===== src/dcf_pkg.sv =====
// ----------------------------------------------------------------------------
// dcf_pkg
// Shared types and codes of the directed cycle finder: commands, node
// colours, sequencer states and the result word.
// ----------------------------------------------------------------------------
package dcf_pkg;

	// Field widths of the stream words
	localparam int unsigned CMD_W  = 2;
	localparam int unsigned NODE_W = 7;

	// Input commands
	typedef enum logic [CMD_W-1:0] {
		CMD_ADD   = 2'd0,
		CMD_RUN   = 2'd1,
		CMD_CLEAR = 2'd2,
		CMD_NOP   = 2'd3
	} cmd_t;

	// Node marking during the search
	typedef enum logic [1:0] {
		COL_WHITE = 2'd0,
		COL_GRAY  = 2'd1,
		COL_BLACK = 2'd2,
		COL_SPARE = 2'd3
	} colour_t;

	// Sequencer states
	typedef enum logic [3:0] {
		ST_IDLE,
		ST_ADD_WR,
		ST_ROOT,
		ST_ROOT_CHK,
		ST_ROW,
		ST_SCAN,
		ST_NBR,
		ST_POP,
		ST_EMIT,
		ST_EMIT_OUT,
		ST_NONE
	} state_t;

	// One result word
	typedef struct packed {
		logic              found;
		logic [NODE_W-1:0] node;
		logic              last;
	} res_t;

endpackage


===== src/dcf_ctrl.sv =====
// ----------------------------------------------------------------------------
// dcf_ctrl
// Search sequencer: loads edges into the adjacency memory, runs the
// depth-first search over the colour and stack memories, and pushes the
// cycle path or a not-found word to the output register.
// ----------------------------------------------------------------------------
module dcf_ctrl #(
	parameter int unsigned MAX_NODES = 64,
	parameter int unsigned IW        = $clog2(MAX_NODES),
	parameter int unsigned CW        = $clog2(MAX_NODES + 1)
) (
	input  logic                         clk,
	input  logic                         arst_n,
	// configuration
	input  logic                         cfg_valid,
	output logic                         cfg_ready,
	input  logic [dcf_pkg::NODE_W-1:0]   cfg_data,
	// input word
	input  logic                         in_valid,
	output logic                         in_ready,
	input  logic [dcf_pkg::CMD_W-1:0]    cmd,
	input  logic [dcf_pkg::NODE_W-1:0]   src_node,
	input  logic [dcf_pkg::NODE_W-1:0]   dst_node,
	// adjacency memory
	output logic                         adj_we,
	output logic [IW-1:0]                adj_waddr,
	output logic [MAX_NODES-1:0]         adj_wdata,
	output logic                         adj_re,
	output logic [IW-1:0]                adj_raddr,
	input  logic [MAX_NODES-1:0]         adj_rdata,
	// colour memory: {colour, stack position}
	output logic                         col_we,
	output logic [IW-1:0]                col_waddr,
	output logic [IW+1:0]                col_wdata,
	output logic                         col_re,
	output logic [IW-1:0]                col_raddr,
	input  logic [IW+1:0]                col_rdata,
	// stack memory: {node, cursor}
	output logic                         stk_we,
	output logic [IW-1:0]                stk_waddr,
	output logic [IW+CW-1:0]             stk_wdata,
	output logic                         stk_re,
	output logic [IW-1:0]                stk_raddr,
	input  logic [IW+CW-1:0]             stk_rdata,
	// result stage
	input  logic                         out_free,
	output logic                         res_push,
	output dcf_pkg::res_t                res
);

	import dcf_pkg::*;

	state_t                state_q, state_d;
	logic [NODE_W-1:0]     node_count_q;
	logic [CW-1:0]         n_q, root_q, cur_q, depth_q;
	logic [IW-1:0]         u_q, c_q, e_q, s_q, d_q;
	logic [MAX_NODES-1:0]  row_q, row_valid_q, col_valid_q;
	logic                  rv_s1, cv_s1;

	logic                  take, in_range, nbr_white, nbr_gray, root_white;
	logic                  scan_done, scan_hit, emit_top, last_pop;
	logic [NODE_W-1:0]     src_m1, dst_m1;
	logic [CW-1:0]         n_lim, cur_inc, depth_m2;
	logic [IW-1:0]         top_pos;
	colour_t               col_rd;
	logic [IW-1:0]         pos_rd;

	// Decode the current word and memory read data
	assign take      = in_valid && in_ready;
	assign src_m1    = src_node - NODE_W'(1);
	assign dst_m1    = dst_node - NODE_W'(1);
	assign in_range  = (src_node != '0) && (src_node <= NODE_W'(MAX_NODES)) &&
	                   (dst_node != '0) && (dst_node <= NODE_W'(MAX_NODES));
	assign n_lim     = (node_count_q > NODE_W'(MAX_NODES)) ? CW'(MAX_NODES)
	                                                      : node_count_q[CW-1:0];
	assign col_rd    = cv_s1 ? colour_t'(col_rdata[IW+1:IW]) : COL_WHITE;
	assign pos_rd    = col_rdata[IW-1:0];
	assign nbr_white = (col_rd == COL_WHITE);
	assign nbr_gray  = (col_rd == COL_GRAY);
	assign root_white = (col_rd == COL_WHITE);
	assign scan_done = (cur_q >= n_q);
	assign scan_hit  = row_q[cur_q[IW-1:0]];
	assign cur_inc   = cur_q + CW'(1);
	assign depth_m2  = depth_q - CW'(2);
	assign top_pos   = IW'(depth_q - CW'(1));
	assign emit_top  = (e_q == top_pos);
	assign last_pop  = (depth_q == CW'(1));
	assign cfg_ready = 1'b1;

	// Next state
	always_comb begin
		state_d = state_q;
		case (state_q)
			ST_IDLE: begin
				if (take) begin
					case (cmd_t'(cmd))
						CMD_ADD: state_d = in_range ? ST_ADD_WR : ST_IDLE;
						CMD_RUN: state_d = ST_ROOT;
						default: state_d = ST_IDLE;
					endcase
				end
			end
			ST_ADD_WR:   state_d = ST_IDLE;
			ST_ROOT:     state_d = (root_q >= n_q) ? ST_NONE : ST_ROOT_CHK;
			ST_ROOT_CHK: state_d = root_white ? ST_ROW : ST_ROOT;
			ST_ROW:      state_d = ST_SCAN;
			ST_SCAN: begin
				if (scan_done) begin
					state_d = last_pop ? ST_ROOT : ST_POP;
				end else if (scan_hit) begin
					state_d = ST_NBR;
				end
			end
			ST_NBR: begin
				if (nbr_white && depth_q < CW'(MAX_NODES)) begin
					state_d = ST_ROW;
				end else if (nbr_gray) begin
					state_d = ST_EMIT;
				end else begin
					state_d = ST_SCAN;
				end
			end
			ST_POP: state_d = ST_ROW;
			ST_EMIT: begin
				if (!emit_top) begin
					state_d = ST_EMIT_OUT;
				end else if (out_free) begin
					state_d = ST_IDLE;
				end
			end
			ST_EMIT_OUT: state_d = out_free ? ST_EMIT : ST_EMIT_OUT;
			ST_NONE:     state_d = out_free ? ST_IDLE : ST_NONE;
			default:     state_d = ST_IDLE;
		endcase
	end

	// Memory controls and result pushes
	always_comb begin
		in_ready  = 1'b0;
		adj_we    = 1'b0;
		adj_waddr = s_q;
		adj_wdata = (rv_s1 ? adj_rdata : '0) | (MAX_NODES'(1) << d_q);
		adj_re    = 1'b0;
		adj_raddr = src_m1[IW-1:0];
		col_we    = 1'b0;
		col_waddr = u_q;
		col_wdata = {COL_BLACK, {IW{1'b0}}};
		col_re    = 1'b0;
		col_raddr = root_q[IW-1:0];
		stk_we    = 1'b0;
		stk_waddr = top_pos;
		stk_wdata = {u_q, cur_q};
		stk_re    = 1'b0;
		stk_raddr = e_q;
		res_push  = 1'b0;
		res       = '{found: 1'b1, node: NODE_W'(u_q) + NODE_W'(1), last: 1'b1};
		case (state_q)
			ST_IDLE: begin
				in_ready = 1'b1;
				adj_re   = take && (cmd_t'(cmd) == CMD_ADD) && in_range;
			end
			ST_ADD_WR: adj_we = 1'b1;
			ST_ROOT:   col_re = (root_q < n_q);
			ST_ROOT_CHK: begin
				if (root_white) begin
					col_we    = 1'b1;
					col_waddr = root_q[IW-1:0];
					col_wdata = {COL_GRAY, {IW{1'b0}}};
					adj_re    = 1'b1;
					adj_raddr = root_q[IW-1:0];
				end
			end
			ST_SCAN: begin
				if (scan_done) begin
					col_we    = 1'b1;
					stk_re    = !last_pop;
					stk_raddr = depth_m2[IW-1:0];
				end else if (scan_hit) begin
					col_re    = 1'b1;
					col_raddr = cur_q[IW-1:0];
				end
			end
			ST_NBR: begin
				if (nbr_white && depth_q < CW'(MAX_NODES)) begin
					stk_we    = 1'b1;
					col_we    = 1'b1;
					col_waddr = c_q;
					col_wdata = {COL_GRAY, depth_q[IW-1:0]};
					adj_re    = 1'b1;
					adj_raddr = c_q;
				end
			end
			ST_POP: begin
				adj_re    = 1'b1;
				adj_raddr = stk_rdata[IW+CW-1:CW];
			end
			ST_EMIT: begin
				if (!emit_top) begin
					stk_re = 1'b1;
				end else begin
					res_push = out_free;
				end
			end
			ST_EMIT_OUT: begin
				res_push = out_free;
				res = '{found: 1'b1,
				        node: NODE_W'(stk_rdata[IW+CW-1:CW]) + NODE_W'(1),
				        last: 1'b0};
			end
			ST_NONE: begin
				res_push = out_free;
				res      = '{found: 1'b0, node: '0, last: 1'b1};
			end
			default: begin
				in_ready = 1'b0;
			end
		endcase
	end

	// Control state, node count and per-entry valid bits
	always_ff @(posedge clk or negedge arst_n) begin
		if (!arst_n) begin
			state_q      <= ST_IDLE;
			node_count_q <= NODE_W'(64);
			row_valid_q  <= '0;
			col_valid_q  <= '0;
		end else begin
			state_q <= state_d;
			if (cfg_valid && cfg_ready) begin
				node_count_q <= cfg_data;
			end
			if (take && (cmd_t'(cmd) == CMD_CLEAR)) begin
				row_valid_q <= '0;
			end else if (adj_we) begin
				row_valid_q[adj_waddr] <= 1'b1;
			end
			if (take && (cmd_t'(cmd) == CMD_CLEAR || cmd_t'(cmd) == CMD_RUN)) begin
				col_valid_q <= '0;
			end else if (col_we) begin
				col_valid_q[col_waddr] <= 1'b1;
			end
		end
	end

	// Search registers
	always_ff @(posedge clk) begin
		if (adj_re) begin
			rv_s1 <= row_valid_q[adj_raddr];
		end
		if (col_re) begin
			cv_s1 <= col_valid_q[col_raddr];
		end
		case (state_q)
			ST_IDLE: begin
				s_q    <= src_m1[IW-1:0];
				d_q    <= dst_m1[IW-1:0];
				n_q    <= n_lim;
				root_q <= '0;
			end
			ST_ROOT_CHK: begin
				if (root_white) begin
					u_q     <= root_q[IW-1:0];
					cur_q   <= '0;
					depth_q <= CW'(1);
				end else begin
					root_q <= root_q + CW'(1);
				end
			end
			ST_ROW: row_q <= rv_s1 ? adj_rdata : '0;
			ST_SCAN: begin
				if (scan_done) begin
					depth_q <= depth_q - CW'(1);
					if (last_pop) begin
						root_q <= root_q + CW'(1);
					end
				end else begin
					cur_q <= cur_inc;
					c_q   <= cur_q[IW-1:0];
				end
			end
			ST_NBR: begin
				if (nbr_white && depth_q < CW'(MAX_NODES)) begin
					u_q     <= c_q;
					cur_q   <= '0;
					depth_q <= depth_q + CW'(1);
				end else if (nbr_gray) begin
					e_q <= pos_rd;
				end
			end
			ST_POP: begin
				u_q   <= stk_rdata[IW+CW-1:CW];
				cur_q <= stk_rdata[CW-1:0];
			end
			ST_EMIT_OUT: begin
				if (out_free) begin
					e_q <= e_q + IW'(1);
				end
			end
			default: begin
				e_q <= e_q;
			end
		endcase
	end

endmodule


===== config.mk =====
export PLATFORM = sky130hd
export DESIGN_NAME = dcf_ctrl
export DESIGN_NICKNAME = d
export VERILOG_FILES = /design/src/dcf_pkg.sv /design/src/dcf_ctrl.sv
export SDC_FILE = /design/constraint.sdc
export NUM_CORES = 1
export LEC_CHECK = 0
export ABC_AREA = 1
export BUFFER_PORTS_ARGS = -buffer_cell sky130_fd_sc_hd__buf_2
export CAP_MARGIN = 20
export CORE_MARGIN = 2
export CORE_UTILIZATION = 58
export CTS_CLUSTER_SIZE = 16
export DETAILED_ROUTE_END_ITERATION = 7
export PLACE_DENSITY = 0.83
export SLEW_MARGIN = 30
export SYNTH_ARGS = -nofsm -noshare
export SYNTH_HDL_FRONTEND = slang
export SYNTH_SLANG_ARGS = --single-unit

===== constraint.sdc =====
create_clock -name clk -period 5.36 [get_ports clk]
set_input_delay 0.804 -clock clk [delete_from_list [all_inputs] [get_ports clk]]
set_output_delay 0.804 -clock clk [all_outputs]
set_load 0.005 [all_outputs]

-- Word level (Yosys, flattened, before mapping)
Index checks and enable logic that the tools add are counted.
- flip-flop bits (word level): 263
- latch bits: 0
- memory bits (writable): 0
- ROM bits: 0
- bits of input ports: 113
- logic and storage cells: 183
- memories: 0
- $add $sub $neg: 10
- multiply operators: 0
- div/mod/pow operators: 0
- magnitude comparators: 14
- equality and inequality tests: 27
- shifts and indexed selects: 1
- mux-type cells: 79
- bitwise operators: 4
- reduce and logical (&&, ||, !) cells: 32
- operator list (operator ; number):
    2-to-1 mux 64 bit ; 5
    OR 64 bit ; 3
    2-to-1 mux 6 bit ; 12
    << shifter 1 x 6 -> 64 bit (first input constant) ; 1
    2-to-1 mux 7 bit ; 9
    one-hot mux 7 bit (3 select lines) ; 2
    one-hot mux 4 bit (10 select lines) ; 1
    2-to-1 mux 4 bit ; 9
    one-hot mux 6 bit (3 select lines) ; 2
    less-than comparator 6 x 7 -> 1 bit (second input constant) ; 5
    one-hot mux 7 bit (4 select lines) ; 1
    one-hot mux 6 bit (2 select lines) ; 2
    adder 7 x 1 -> 7 bit (second input constant) ; 3
    != test 2 bit (second input constant) ; 10
    binary-select mux 1 bit (select 6 bit) ; 3
    2-to-1 mux 1 bit ; 18
    one-hot mux 9 bit (2 select lines) ; 1
    == test 4 x 3 -> 1 bit (second input constant) ; 4
    2-to-1 mux 8 bit ; 2
    one-hot mux 8 bit (2 select lines) ; 1
    AND reduction 4 bit ; 4
    adder 6 x 1 -> 7 bit (second input constant) ; 2
    greater-or-equal comparator 7 bit ; 2
    less-or-equal comparator 7 bit (second input constant) ; 2
    36 further kinds ; 63

-- Logic depth before layout (Yosys ltp)
Gate-level depths: netlist of run 1.
- depth in word-level cells: 12
- mapped depth: 21
- depth with buffers taken out: 19

-- Worst setup path before layout of run 1
OpenSTA, ideal clock, no wires.
- kind: register to register
- start point: register state_q[3]
- end point: register state_q[0]
- data arrival time: 3.785 ns
- required time: 5.277 ns
- setup slack: 1.493 ns
- stages on the path, launching flop included: 8
- clock period less this slack: 3.867 ns
- path through: dfrtp_1 > nor2_2 > inv_1 > nor2_1 > a211oi_1 > o221ai_1 > nor2_1 > o21ai_0
- word-level cells in the longest chain between the ends: 5
- ends and longest elaborated chain (what ; line ; RTL):
    start: declaration ; dcf_ctrl.sv:53 ; state_t state_q, state_d;
    start signal: assignment ; dcf_ctrl.sv:228 ; state_q <= state_d;
    logical NOT 4 bit ; dcf_ctrl.sv:93, dcf_ctrl.sv:157 ;
    2-to-1 mux 1 bit ; dcf_ctrl.sv:157 ; case (state_q)
    logical AND 1 bit ; dcf_ctrl.sv:69 ; assign take = in_valid && in_ready;
    != test 2 bit (no line) ; -- ;
    AND reduction 3 bit (no line) ; -- ;
Parallel ways exist; a longest one is shown, timed or not.
A chain may end at the register's enable or synchronous reset.

-- Worst setup path in the final report of run 1
- start point: register cur_q[1]
- end point: output port col_raddr[3]
- word-level cells in the longest chain between the ends: 5
- ends and longest elaborated chain (what ; line ; RTL):
    start: declaration ; dcf_ctrl.sv:55 ; logic [CW-1:0] n_q, root_q, cur_q, depth_q;
    start signal: assignment ; dcf_ctrl.sv:277 ; cur_q <= cur_inc;
    start signal: assignment ; dcf_ctrl.sv:292 ; cur_q <= stk_rdata[CW-1:0];
    binary-select mux 1 bit (select 6 bit) ; dcf_ctrl.sv:82 ; assign scan_hit = row_q[cur_q[IW-1:0]];
    2-to-1 mux 1 bit (not written as such) ; dcf_ctrl.sv:82 ;
    2-to-1 mux 6 bit ; dcf_ctrl.sv:178 ; end else if (scan_hit) begin
    2-to-1 mux 6 bit * ; dcf_ctrl.sv:174 ; if (scan_done) begin
    2-to-1 mux 6 bit * ; dcf_ctrl.sv:157 ;
    end: declaration ; dcf_ctrl.sv:36 ; output logic [IW-1:0] col_raddr,
Every way passes the cells marked *; elsewhere a longest branch is shown, timed or not. The select of a mux whose other input is x is not followed.

==> key figures, run 1 <==
Yosys
  – Predominant post-synthesis flop cell: dfrtp_1
  – Area share of xor/xnor cells in the synthesized design: 1.38%
  – Number of nets in the synthesized netlist: 2,116
  – Area fraction of the dominant cell type after synthesis: roughly a quarter
  – Adder-cell share of the synthesized area: 2.54%
  – Largest family of logic cells by synthesized area: simple AND/OR/NAND/NOR gates
  – Post-Synthesis Cell Area: 15,300 um2
  – Leading cell type by number of instances after synthesis: nand2_1
  – Number of enable-type register cells in the synthesized netlist: 124
  – Cell types with the highest counts after synthesis: nand2_1 (461), inv_1 (353), nand3_1 (178)
  – Distinct cells, synth: 55
  – Sequential fraction of the synthesis area: 47.1%
  – Flop and latch count out of synthesis: 263
  – Yosys warning count: 0
  – Multiplexer fraction of the synthesized cell area: 0.0737%
  – Compound-gate portion of the synthesized area: 13.9%
  – Synthesized instance count: 1,972
  – Yosys top cell by area: edfxtp_1
  – Post-Synthesis Mean Instance Area: 7.75 um2
  – Share of synthesized registers carrying an async set or reset: between 50% and 60%
  – Post-synthesis share of cell area spent on and, or, nand and nor gates: 23.4%
  – Ranking of synthesized cells by area: edfxtp_1 (24%), dfrtp_1 (23%), nand2_1 (11%)

STA
  – Layout Skew: 0.00914 ns
  – Aggregate negative setup slack: 0 ns
  – Fmax: 0.219 GHz
  – Post-route fraction of the period consumed by the critical path: 85.0%
  – Min cycle time layout: 4.56 ns
  – Least-Margin Pin Slew: 1.07 ns
  – Setup repair after global routing missed its margin: false
  – Setup violation total in the final timing report: 0
  – Count of final hold-check violations: 0
  – Number of slew-limit violations in the final report: 0
  – Worst slew margin relative to its limit: roughly 28%

Worst setup path
  – Critical path start-end classification: flip-flop to primary output
  – Flop2flop setup slack: 1.48 ns
  – Crit path launch type: flip-flop
  – Critical-path maximum fanout: 22
  – Arrival time at the worst endpoint: 3.75 ns
  – Required time at the endpoint of the critical path: around 4.6 ns
  – Worst R2R Path Depth: 17
  – Start of the worst register-to-register path: cur_q[1]
  – Reg2reg end: cv_s1
  – Endpoint class of the critical path: primary output

Floorplan
  – Top-level port count: 252
  – Horiz. Die Dim: 166 um
  – Area of the core: 26,000 um2
  – Height of the chip: 166 um
  – Row count: 59
  – Initial Utilization: about three fifths
  – Die Footprint: 27,700 um2

Global routing
  – First-pass GRT wire length: 72.5 mm
  – Number of global-route vias before repair: around 14,000
  – Largest net degree at the start of global routing: 140
  – Gr usage total: about 32%
  – Initial antenna violation count: 0
  – GRT overflow: 0

Clocking
  – Total CTS buffers: 29
  – Maximum clock insertion buffer count: 3
  – Clock Root Buffer: clkbuf_16
  – H-tree Lvls: 1
  – Number of buffers inserted by hold repair at cts: 0
  – Post-CTS setup buffers: 0
  – Insertion delay of the later-clocked pin in the worst-skew pair: 0.55 ns
  – Clock sinks: 263
  – TritonCTS clock tree: built
  – Clock-pin slew on the worst setup and hold paths: roughly 0.060 ns
  – Post_cts resized: 0

Outcome
  – Result of the run: finished clean

Power
  – Combinational Power Share: a little over a third
  – Switching component of the power: 0.00305 W
  – Switching part of the total power: about two fifths
  – Clock network fraction of total power: a little over a quarter
  – Power per unit of standard cell area: 434 nW/um2
  – Leak pwr: roughly 8.7 nW
  – Design internal power: 0.00464 W
  – Worst VDD drop: 0.490 mV
  – Flop pwr share: 37.8%

Placed design
  – Hpwl dp: 32.9 mm
  – Routability Congestion: 0.954
  – Instance count after placement with tap cells included: 2,494
  – Area after detailed placement: 16,700 um2
  – Number of input and output port buffers inserted: 250

Cells and area
  – Multi-input logic area: 6410 um2
  – Cell area after layout: about 18,000 um2
  – Final nets: 2,335
  – Number of inserted filler cells in the final layout: 2,159
  – Area growth, synth to finish: 15.9%
  – Final Non-Filler Cells: 2,549
  – Share of post-route cells with drive strength above 1: between 10% and 20%
  – Area taken by flip-flops and latches: 7200 um2
  – ANT cells: 0

Run
  – Max-cap violations: 0

Routing
  – DRC violation count after routing: 0
  – DR pass1 iterations: 6
  – Routed vias/inst: 5.71
  – Count of routing violations after the opening detailed-route iteration: 1,765
  – Post-route ant nets: 0
  – Number of vias after detailed routing: between 10,000 and 15,000
  – Detailed-route wire length: 45.3 mm
  – WL per Instance: 17.8 um

Worst hold path
  – Tightest Hold Check Type: primary input to asynchronous set/reset pin
-- per-layer routing --
| metal | global-route usage (%) | part of all wire, % | wire length (um) | vias to the layer above |
|---|---|---|---|---|
| li1 | - | - | - | 6862 |
| met1 | 43.7 | 40 | 18300 | 6799 |
| met2 | 53.7 | 47 | 21500 | 780 |
| met3 | 5.15 | 9.2 | 4170 | 106 |
| met4 | 9.60 | 3.1 | 1410 | 0 |
| met5 | 0 | 0 | 0 | - |
-- layout by cell type, fill, tap and decap left out, drive strengths merged, types with 4 or more instances in the layout --
cell type	n
nor2	128
xor2	19
nand3	181
o22ai	10
clkinv	11
buf	261
nand2	466
nand4	12
dfrtp	138
clkbuf	36
a31oi	5
o221ai	6
o211ai	25
o21ai	159
ha	31
nor4	4
a21oi	155
inv	367
edfxtp	124
nor3	37
xnor2	5
-- how the worst max path moves through the flow --
stage	slack [ns]	startpoint	end	cells past startpoint
floorplan	1.49	state_q[3]	state_q[0]	7
global placement	1.27	cur_q[1]	col_raddr[0]	9
CTS	0.60	cur_q[0]	col_raddr[0]	9
finish	0.80	cur_q[1]	col_raddr[3]	9
global route	0.55	cur_q[0]	col_raddr[3]	9
detailed placement	1.15	cur_q[0]	col_raddr[0]	9
-- metrics by stage --
step / total power (W) / utilization, % / hold WS [ns] / setup WS, ns
final: 0.00769 / 68.2 / 0.284 / 0.803
after global routing: 0.00814 / 68.2 / 0.431 / 0.555
after CTS: 0.00762 / 68.0 / 0.414 / 0.597
after detailed placement: 0.00562 / 64.3 / 0.480 / 1.15
after global placement: 0.00551 / 64.2 / 0.471 / 1.27
after floorplan: 0.00471 / - / 0.457 / 1.49
-- flip-flops by register name, indices dropped and copies added, names as in the netlist --
name and flops:
rv_s1 1, adj_waddr 6, col_valid_q 64, cur_q 7, e_q 6, cv_s1 1
row_valid_q 64, row_q 64, node_count_q 7, depth_q 7, d_q 6, n_q 7
u_q 6, c_q 6, root_q 7, state_q 4
-- final cells by class --
class	count	share of cell area [%]
flip-flops and latches	263	40.7
clock buffers	36	4.41
clock inverters	18	1.02
multi-input cells	1272	36.2
repair buffers	261	7.63
inverters	364	7.73
well taps	335	2.37
-- cells by family (layout without fill, tap and decap cells) --
| kind of cell | after synthesis | count (layout) |
|---|---|---|
| xor gates and xnor gates | 24 | 24 |
| and+or+nand+nor | 833 | 833 |
| other | 1 | 1 |
| muxes | 1 | 1 |
| adders and majority gates | 31 | 31 |
| DFF | 263 | 263 |
| AOI/OAI and AO/OA | 382 | 382 |
| buffers and inverters | 437 | 679 |
-- worst max-delay path: stages (launching register included) --
cell and delay, ns:
edfxtp_1 0.91, ha_1 0.38, nand2_1 0.06, o21a_1 0.11, o221ai_1 0.18, nor2_4 0.32, nand2_2 0.27, o21ai_1 0.51
inv_1 0.26, buf_2 0.20
-- power groups by stage --
| stage | registers [W] | logic, W | clock network [W] |
|---|---|---|---|
| floorplan | 0.00281 | 0.00191 | 0 |
| global placement | 0.00292 | 0.00258 | 0 |
| detailed placement | 0.00294 | 0.00267 | 0 |
| CTS | 0.00291 | 0.00269 | 0.00203 |
| global route | 0.00294 | 0.00308 | 0.00211 |
| finish | 0.00290 | 0.00277 | 0.00201 |
No activity file was read; power rests on OpenSTA's default activity.
==> run 2: changes to the inputs <==
==> constraint.sdc (replaced) <==
create_clock -name clk -period 5.36 [get_ports clk]
set_input_delay 1.072 -clock clk [delete_from_list [all_inputs] [get_ports clk]]
set_output_delay 1.072 -clock clk [all_outputs]
set_load 0.005 [all_outputs]
==> key figures, run 2 (synthesized netlist as in run 1, its figures left out) <==
Outcome
  – Result of the run: finished clean

Power
  – Power per unit of standard cell area: approximately 440 nW/um2
  – Leak pwr: a little under 9 nW
  – Overall power consumption: 0.00774 W
  – Worst VDD drop: 0.379 mV

Clocking
  – Post_cts resized: 0
  – Total CTS buffers: 29
  – Post-CTS setup buffers: 0
  – Number of buffers inserted by hold repair at cts: 0
  – H-tree Lvls: 1
  – Clock-pin slew on the worst setup and hold paths: 0.06 ns
  – Clock sinks: 263
  – Insertion delay of the later-clocked pin in the worst-skew pair: 0.55 ns
  – TritonCTS clock tree: built
  – Clock Root Buffer: clkbuf_16
  – Maximum clock insertion buffer count: 3

Cells and area
  – Final nets: ~2,300
  – Biggest registers after layout: col_valid_q x64, row_q x64, row_valid_q x64
  – Area growth, synth to finish: 16.4%
  – Most used cells in the layout excluding fill and tap cells: nand2_1 (461), inv_1 (353), buf_2 (249)
  – Final Non-Filler Cells: 2,553
  – Share of post-route cells with drive strength above 1: 16.5%
  – Final Util: ~68%
  – ANT cells: 0
  – Most common library cell in the layout ignoring fill and taps: nand2_1

Floorplan
  – Height of the chip: 166 um
  – Initial Utilization: between 50% and 60%
  – Row count: 59
  – Die Footprint: 27,700 um2
  – Horiz. Die Dim: 166 um
  – Top-level port count: around 250
  – Area of the core: 26,000 um2

Routing
  – DR pass1 iterations: 8
  – Count of routing violations after the opening detailed-route iteration: 1,821
  – Routed vias/inst: ~5.8
  – Post-route ant nets: 0
  – Detailed-route wire length: 46.0 mm
  – DRC violation count after routing: 0
  – WL per Instance: 18.0 um
  – Number of vias after detailed routing: approximately 15,000

STA
  – Count of final hold-check violations: 0
  – Worst slew margin relative to its limit: 35.5%
  – Setup repair after global routing missed its margin: false
  – Least-Margin Pin Slew: between 0.9 and 1 ns
  – Aggregate negative setup slack: 0 ns
  – Layout Skew: ~0.014 ns
  – Number of slew-limit violations in the final report: 0
  – Min cycle time layout: approximately 4.8 ns
  – Post-route fraction of the period consumed by the critical path: 89.5%
  – Fmax: ~0.21 GHz
  – Setup violation total in the final timing report: 0

Global routing
  – GRT overflow: 0
  – First-pass GRT wire length: about 73 mm
  – Gr usage total: roughly 33%
  – Number of global-route vias before repair: 13,872
  – Largest net degree at the start of global routing: 78
  – Initial antenna violation count: 0

Placed design
  – Instance count after placement with tap cells included: 2,499
  – Routability Congestion: 0.930
  – Number of input and output port buffers inserted: 250
  – Hpwl dp: 33.5 mm

Worst setup path
  – Endpoint class of the critical path: primary output
  – Cell family with the largest share of critical-path delay: simple AND/OR/NAND/NOR gates
  – Arrival time at the worst endpoint: 3.73 ns
  – Cell repeated most along the worst path: inv_1
  – Critical path's slowest cell: nor2_2
  – Crit-path max cell delay: 0.59 ns
  – Critical-path maximum fanout: 14
  – Combined buffer and inverter count along the critical path: 4
  – Ordered cell list for the critical path: nor2_2 -> inv_1 -> nor2_2 -> inv_1 -> nor2_4 -> nand2_2 -> o21ai_1 -> inv_1 -> buf_2
  – Critical path start-end classification: flip-flop to primary output
  – Required time at the endpoint of the critical path: 4.29 ns
  – Crit path launch type: flip-flop

Worst hold path
  – Tightest Hold Check Type: flip-flop to flip-flop

Run
  – Max-cap violations: 0
run 2: cell count changes in the layout (fill, tap and decap cells not counted), moves of 2 or more:
cell / delta
buf_4: +4
clkbuf_16: +5
clkbuf_8: -2
clkinv_1: +4
inv_4: -3
inv_6: -2
run 2: area by class of cell:
class	count	area [um2]
fillers	2077	8200
flip-flops and latches	263	7200
multi-input cells	1272	6410
repair buffers	266	1390
inverters	364	1370
clock buffers	40	883
well taps	335	419
clock inverters	13	108
run 2: path summary, 6_finish.rpt:
path / start / end / slack, ns / cells after the start
max in group asynchronous: arst_n / node_count_q[6] / 3.90 / 2
worst min-delay path: row_valid_q[17] / row_valid_q[17] / 0.49 / 2
worst min register to register: row_valid_q[17] / row_valid_q[17] / 0.49 / 2
min in group asynchronous: arst_n / row_valid_q[24] / 0.57 / 1
worst max register to register: state_q[3] / cv_s1 / 1.39 / 15
worst max-delay path: state_q[3] / col_raddr[3] / 0.56 / 9
run 2: per-layer routing:
metal	share of wire, %	GRT usage [%]	up-vias	wire length (um)
li1	-	-	6856	-
met1	40	44.7	6927	18400
met2	47	52.6	783	21500
met3	9.4	4.96	120	4330
met4	3.9	12.3	0	1790
met5	0	0	-	0
run 2: power by group:
part / switching, W / internal, W / leakage (nW)
logic: 0.00194 / 0.000855 / 5.21
registers: 0.000277 / 0.00261 / 3.05
clock network: 0.000814 / 0.00124 / 0.489
run 2: through the flow:
stage | instance area, um2 | hold WS (ns) | worst slack, ns
after floorplan | 15300 | 0.457 | 1.49
after global placement | 16700 | 0.472 | 1.04
after detailed placement | 16800 | 0.480 | 1.02
after CTS | 17800 | 0.494 | 0.633
after global routing | 17800 | 0.528 | 0.344
final | 17800 | 0.495 | 0.563
run 2: worst register-to-register path: stages, from the launching register on:
cell,delay [ns]
dfrtp_1,0.40
nor2_2,0.17
inv_1,0.12
nor2_2,0.59
inv_1,0.38
nor2_4,0.40
nand3_1,0.29
nand2_1,0.43
buf_4,0.32
nand2_1,0.09
nand3_1,0.09
nand3_1,0.09
nand3_1,0.09
nand3_1,0.09
nand3_1,0.10
nand2_1,0.05
==> run 3: changes to the inputs <==
--- a/config.mk
+++ b/config.mk
@@ -9,10 +9,10 @@
 export BUFFER_PORTS_ARGS = -buffer_cell sky130_fd_sc_hd__buf_2
 export CAP_MARGIN = 20
 export CORE_MARGIN = 2
-export CORE_UTILIZATION = 58
+export CORE_UTILIZATION = 45
 export CTS_CLUSTER_SIZE = 16
 export DETAILED_ROUTE_END_ITERATION = 7
-export PLACE_DENSITY = 0.83
+export PLACE_DENSITY = 0.67
 export SLEW_MARGIN = 30
 export SYNTH_ARGS = -nofsm -noshare
 export SYNTH_HDL_FRONTEND = slang
==> key figures, run 3 (synthesized netlist as in run 1, its figures left out) <==
Outcome
  – Result of the run: finished clean

STA
  – Aggregate negative setup slack: 0 ns
  – Worst slew margin relative to its limit: 32.9%
  – Layout Skew: 0.0161 ns
  – Setup repair after global routing missed its margin: false
  – Count of final hold-check violations: 0
  – Least-Margin Pin Slew: 0.998 ns
  – Post-route fraction of the period consumed by the critical path: 91.4%
  – Fmax: a little over 0.2 GHz
  – Setup violation total in the final timing report: 0
  – Number of slew-limit violations in the final report: 0
  – Min cycle time layout: 4.90 ns
  – Worst hold slack after final layout: between 0.4 and 0.5 ns

Placed design
  – Routability Congestion: around 0.90
  – Instance count after placement with tap cells included: 2,615
  – Number of input and output port buffers inserted: 250
  – Hpwl dp: 33.7 mm

Cells and area
  – Final nets: ~2,300
  – Final Non-Filler Cells: 2,674
  – Most common library cell in the layout ignoring fill and taps: nand2_1
  – Most used cells in the layout excluding fill and tap cells: nand2_1 (461), inv_1 (353), buf_2 (249)
  – Share of post-route cells with drive strength above 1: 17.1%
  – Biggest registers after layout: col_valid_q x64, row_q x64, row_valid_q x64
  – Area growth, synth to finish: 17.8%

Routing
  – DRC violation count after routing: 0
  – Detailed-route wire length: 45.9 mm
  – Post-route ant nets: 0
  – Number of vias after detailed routing: 14,218
  – Count of routing violations after the opening detailed-route iteration: 1,221
  – DR pass1 iterations: 5
  – WL per Instance: 17.2 um
  – Routed vias/inst: 5.32

Global routing
  – Initial antenna violation count: 1
  – First-pass GRT wire length: 72.8 mm
  – Gr usage total: between 20% and 30%
  – GRT overflow: 0
  – Largest net degree at the start of global routing: 140
  – Number of global-route vias before repair: 13,592

Worst hold path
  – Tightest Hold Check Type: flip-flop to flip-flop

Worst setup path
  – Crit-path max cell delay: roughly 0.81 ns
  – Arrival time at the worst endpoint: 3.83 ns
  – Required time at the endpoint of the critical path: 4.29 ns
  – Critical path's slowest cell: edfxtp_1
  – Critical-path maximum fanout: 15
  – Ordered cell list for the critical path: ha_1 -> a21oi_1 -> o21a_1 -> o221ai_1 -> nor2_4 -> nand2_2 -> o21ai_1 -> inv_1 -> buf_2
  – Crit path launch type: flip-flop
  – Critical path start-end classification: flip-flop to primary output
  – Endpoint class of the critical path: primary output

Floorplan
  – Initial Utilization: a little under half
  – Horiz. Die Dim: 188 um
  – Height of the chip: around 190 um
  – Area of the core: 33,400 um2
  – Die Footprint: 35,500 um2
  – Row count: 67
  – Top-level port count: 252

Clocking
  – TritonCTS clock tree: built
  – Clock-pin slew on the worst setup and hold paths: approximately 0.060 ns
  – Clock Root Buffer: clkbuf_16
  – Clock sinks: 263
  – Maximum clock insertion buffer count: 3
  – Number of buffers inserted by hold repair at cts: 0
  – H-tree Lvls: 1
  – Total CTS buffers: 30
  – Insertion delay of the later-clocked pin in the worst-skew pair: 0.56 ns
  – Post_cts resized: 0
  – Post-CTS setup buffers: 0

Power
  – Power per unit of standard cell area: 432 nW/um2
  – Leak pwr: between 8 and 9 nW
  – Worst VDD drop: about 0.29 mV

Run
  – Max-cap violations: 0
run 3: worst paths after layout:
check                                 from              end  slack, ns  cells past startpoint
setup / recovery                  cur_q[2]     col_raddr[3]       0.46                      9
hold / removal             row_valid_q[25]  row_valid_q[25]       0.49                      2
setup reg to reg                  cur_q[2]            cv_s1       1.24                     16
hold reg to reg            row_valid_q[25]  row_valid_q[25]       0.49                      2
max in group asynchronous           arst_n  node_count_q[4]       4.11                      2
min in group asynchronous           arst_n  row_valid_q[61]       0.59                      2
run 3: critical path: cells and delay by family, from the launching register on:
family	cells	cell delay (ns)
fa+ha+maj	1	0.37
compound gates	4	1.03
flops	1	0.81
simple gates	2	0.65
buf+inv	2	0.39
run 3: final cells by class:
class	count	area, um2
fill	3168	15400
sequential	263	7200
multi-input combinational	1272	6410
timing repair buffer	270	1440
inverter	364	1370
clock buffer	40	891
tap	448	561
clock inverter	16	128
antenna	1	2.50
run 3: report_power, final:
part | switching [W] | internal [W]
logic | 0.00196 | 0.000866
clock network | 0.000855 | 0.00122
registers | 0.000272 | 0.00261
total | 0.00309 | 0.00469
run 3: per-layer routing:
metal | vias up | track usage (%) | routed length [um]
li1 | 6866 | - | -
met2 | 599 | 42.2 | 21200
met5 | - | 0 | 0
met4 | 0 | 9.56 | 1820
met3 | 95 | 4.43 | 3740
met1 | 6658 | 34.3 | 19200
run 3: through the flow:
| stage | total power [W] | area, um2 | utilization (%) | worst slack, ns |
|---|---|---|---|---|
| global placement | 0.00562 | 16900 | 50.5 | 1.12 |
| finish | 0.00778 | 18000 | 53.8 | 0.461 |
| global route | 0.00826 | 18000 | 53.8 | 0.280 |
| CTS | 0.00778 | 17900 | 53.7 | 0.489 |
| floorplan | 0.00471 | 15300 | - | 1.49 |
| detailed placement | 0.00569 | 16900 | 50.6 | 1.10 |
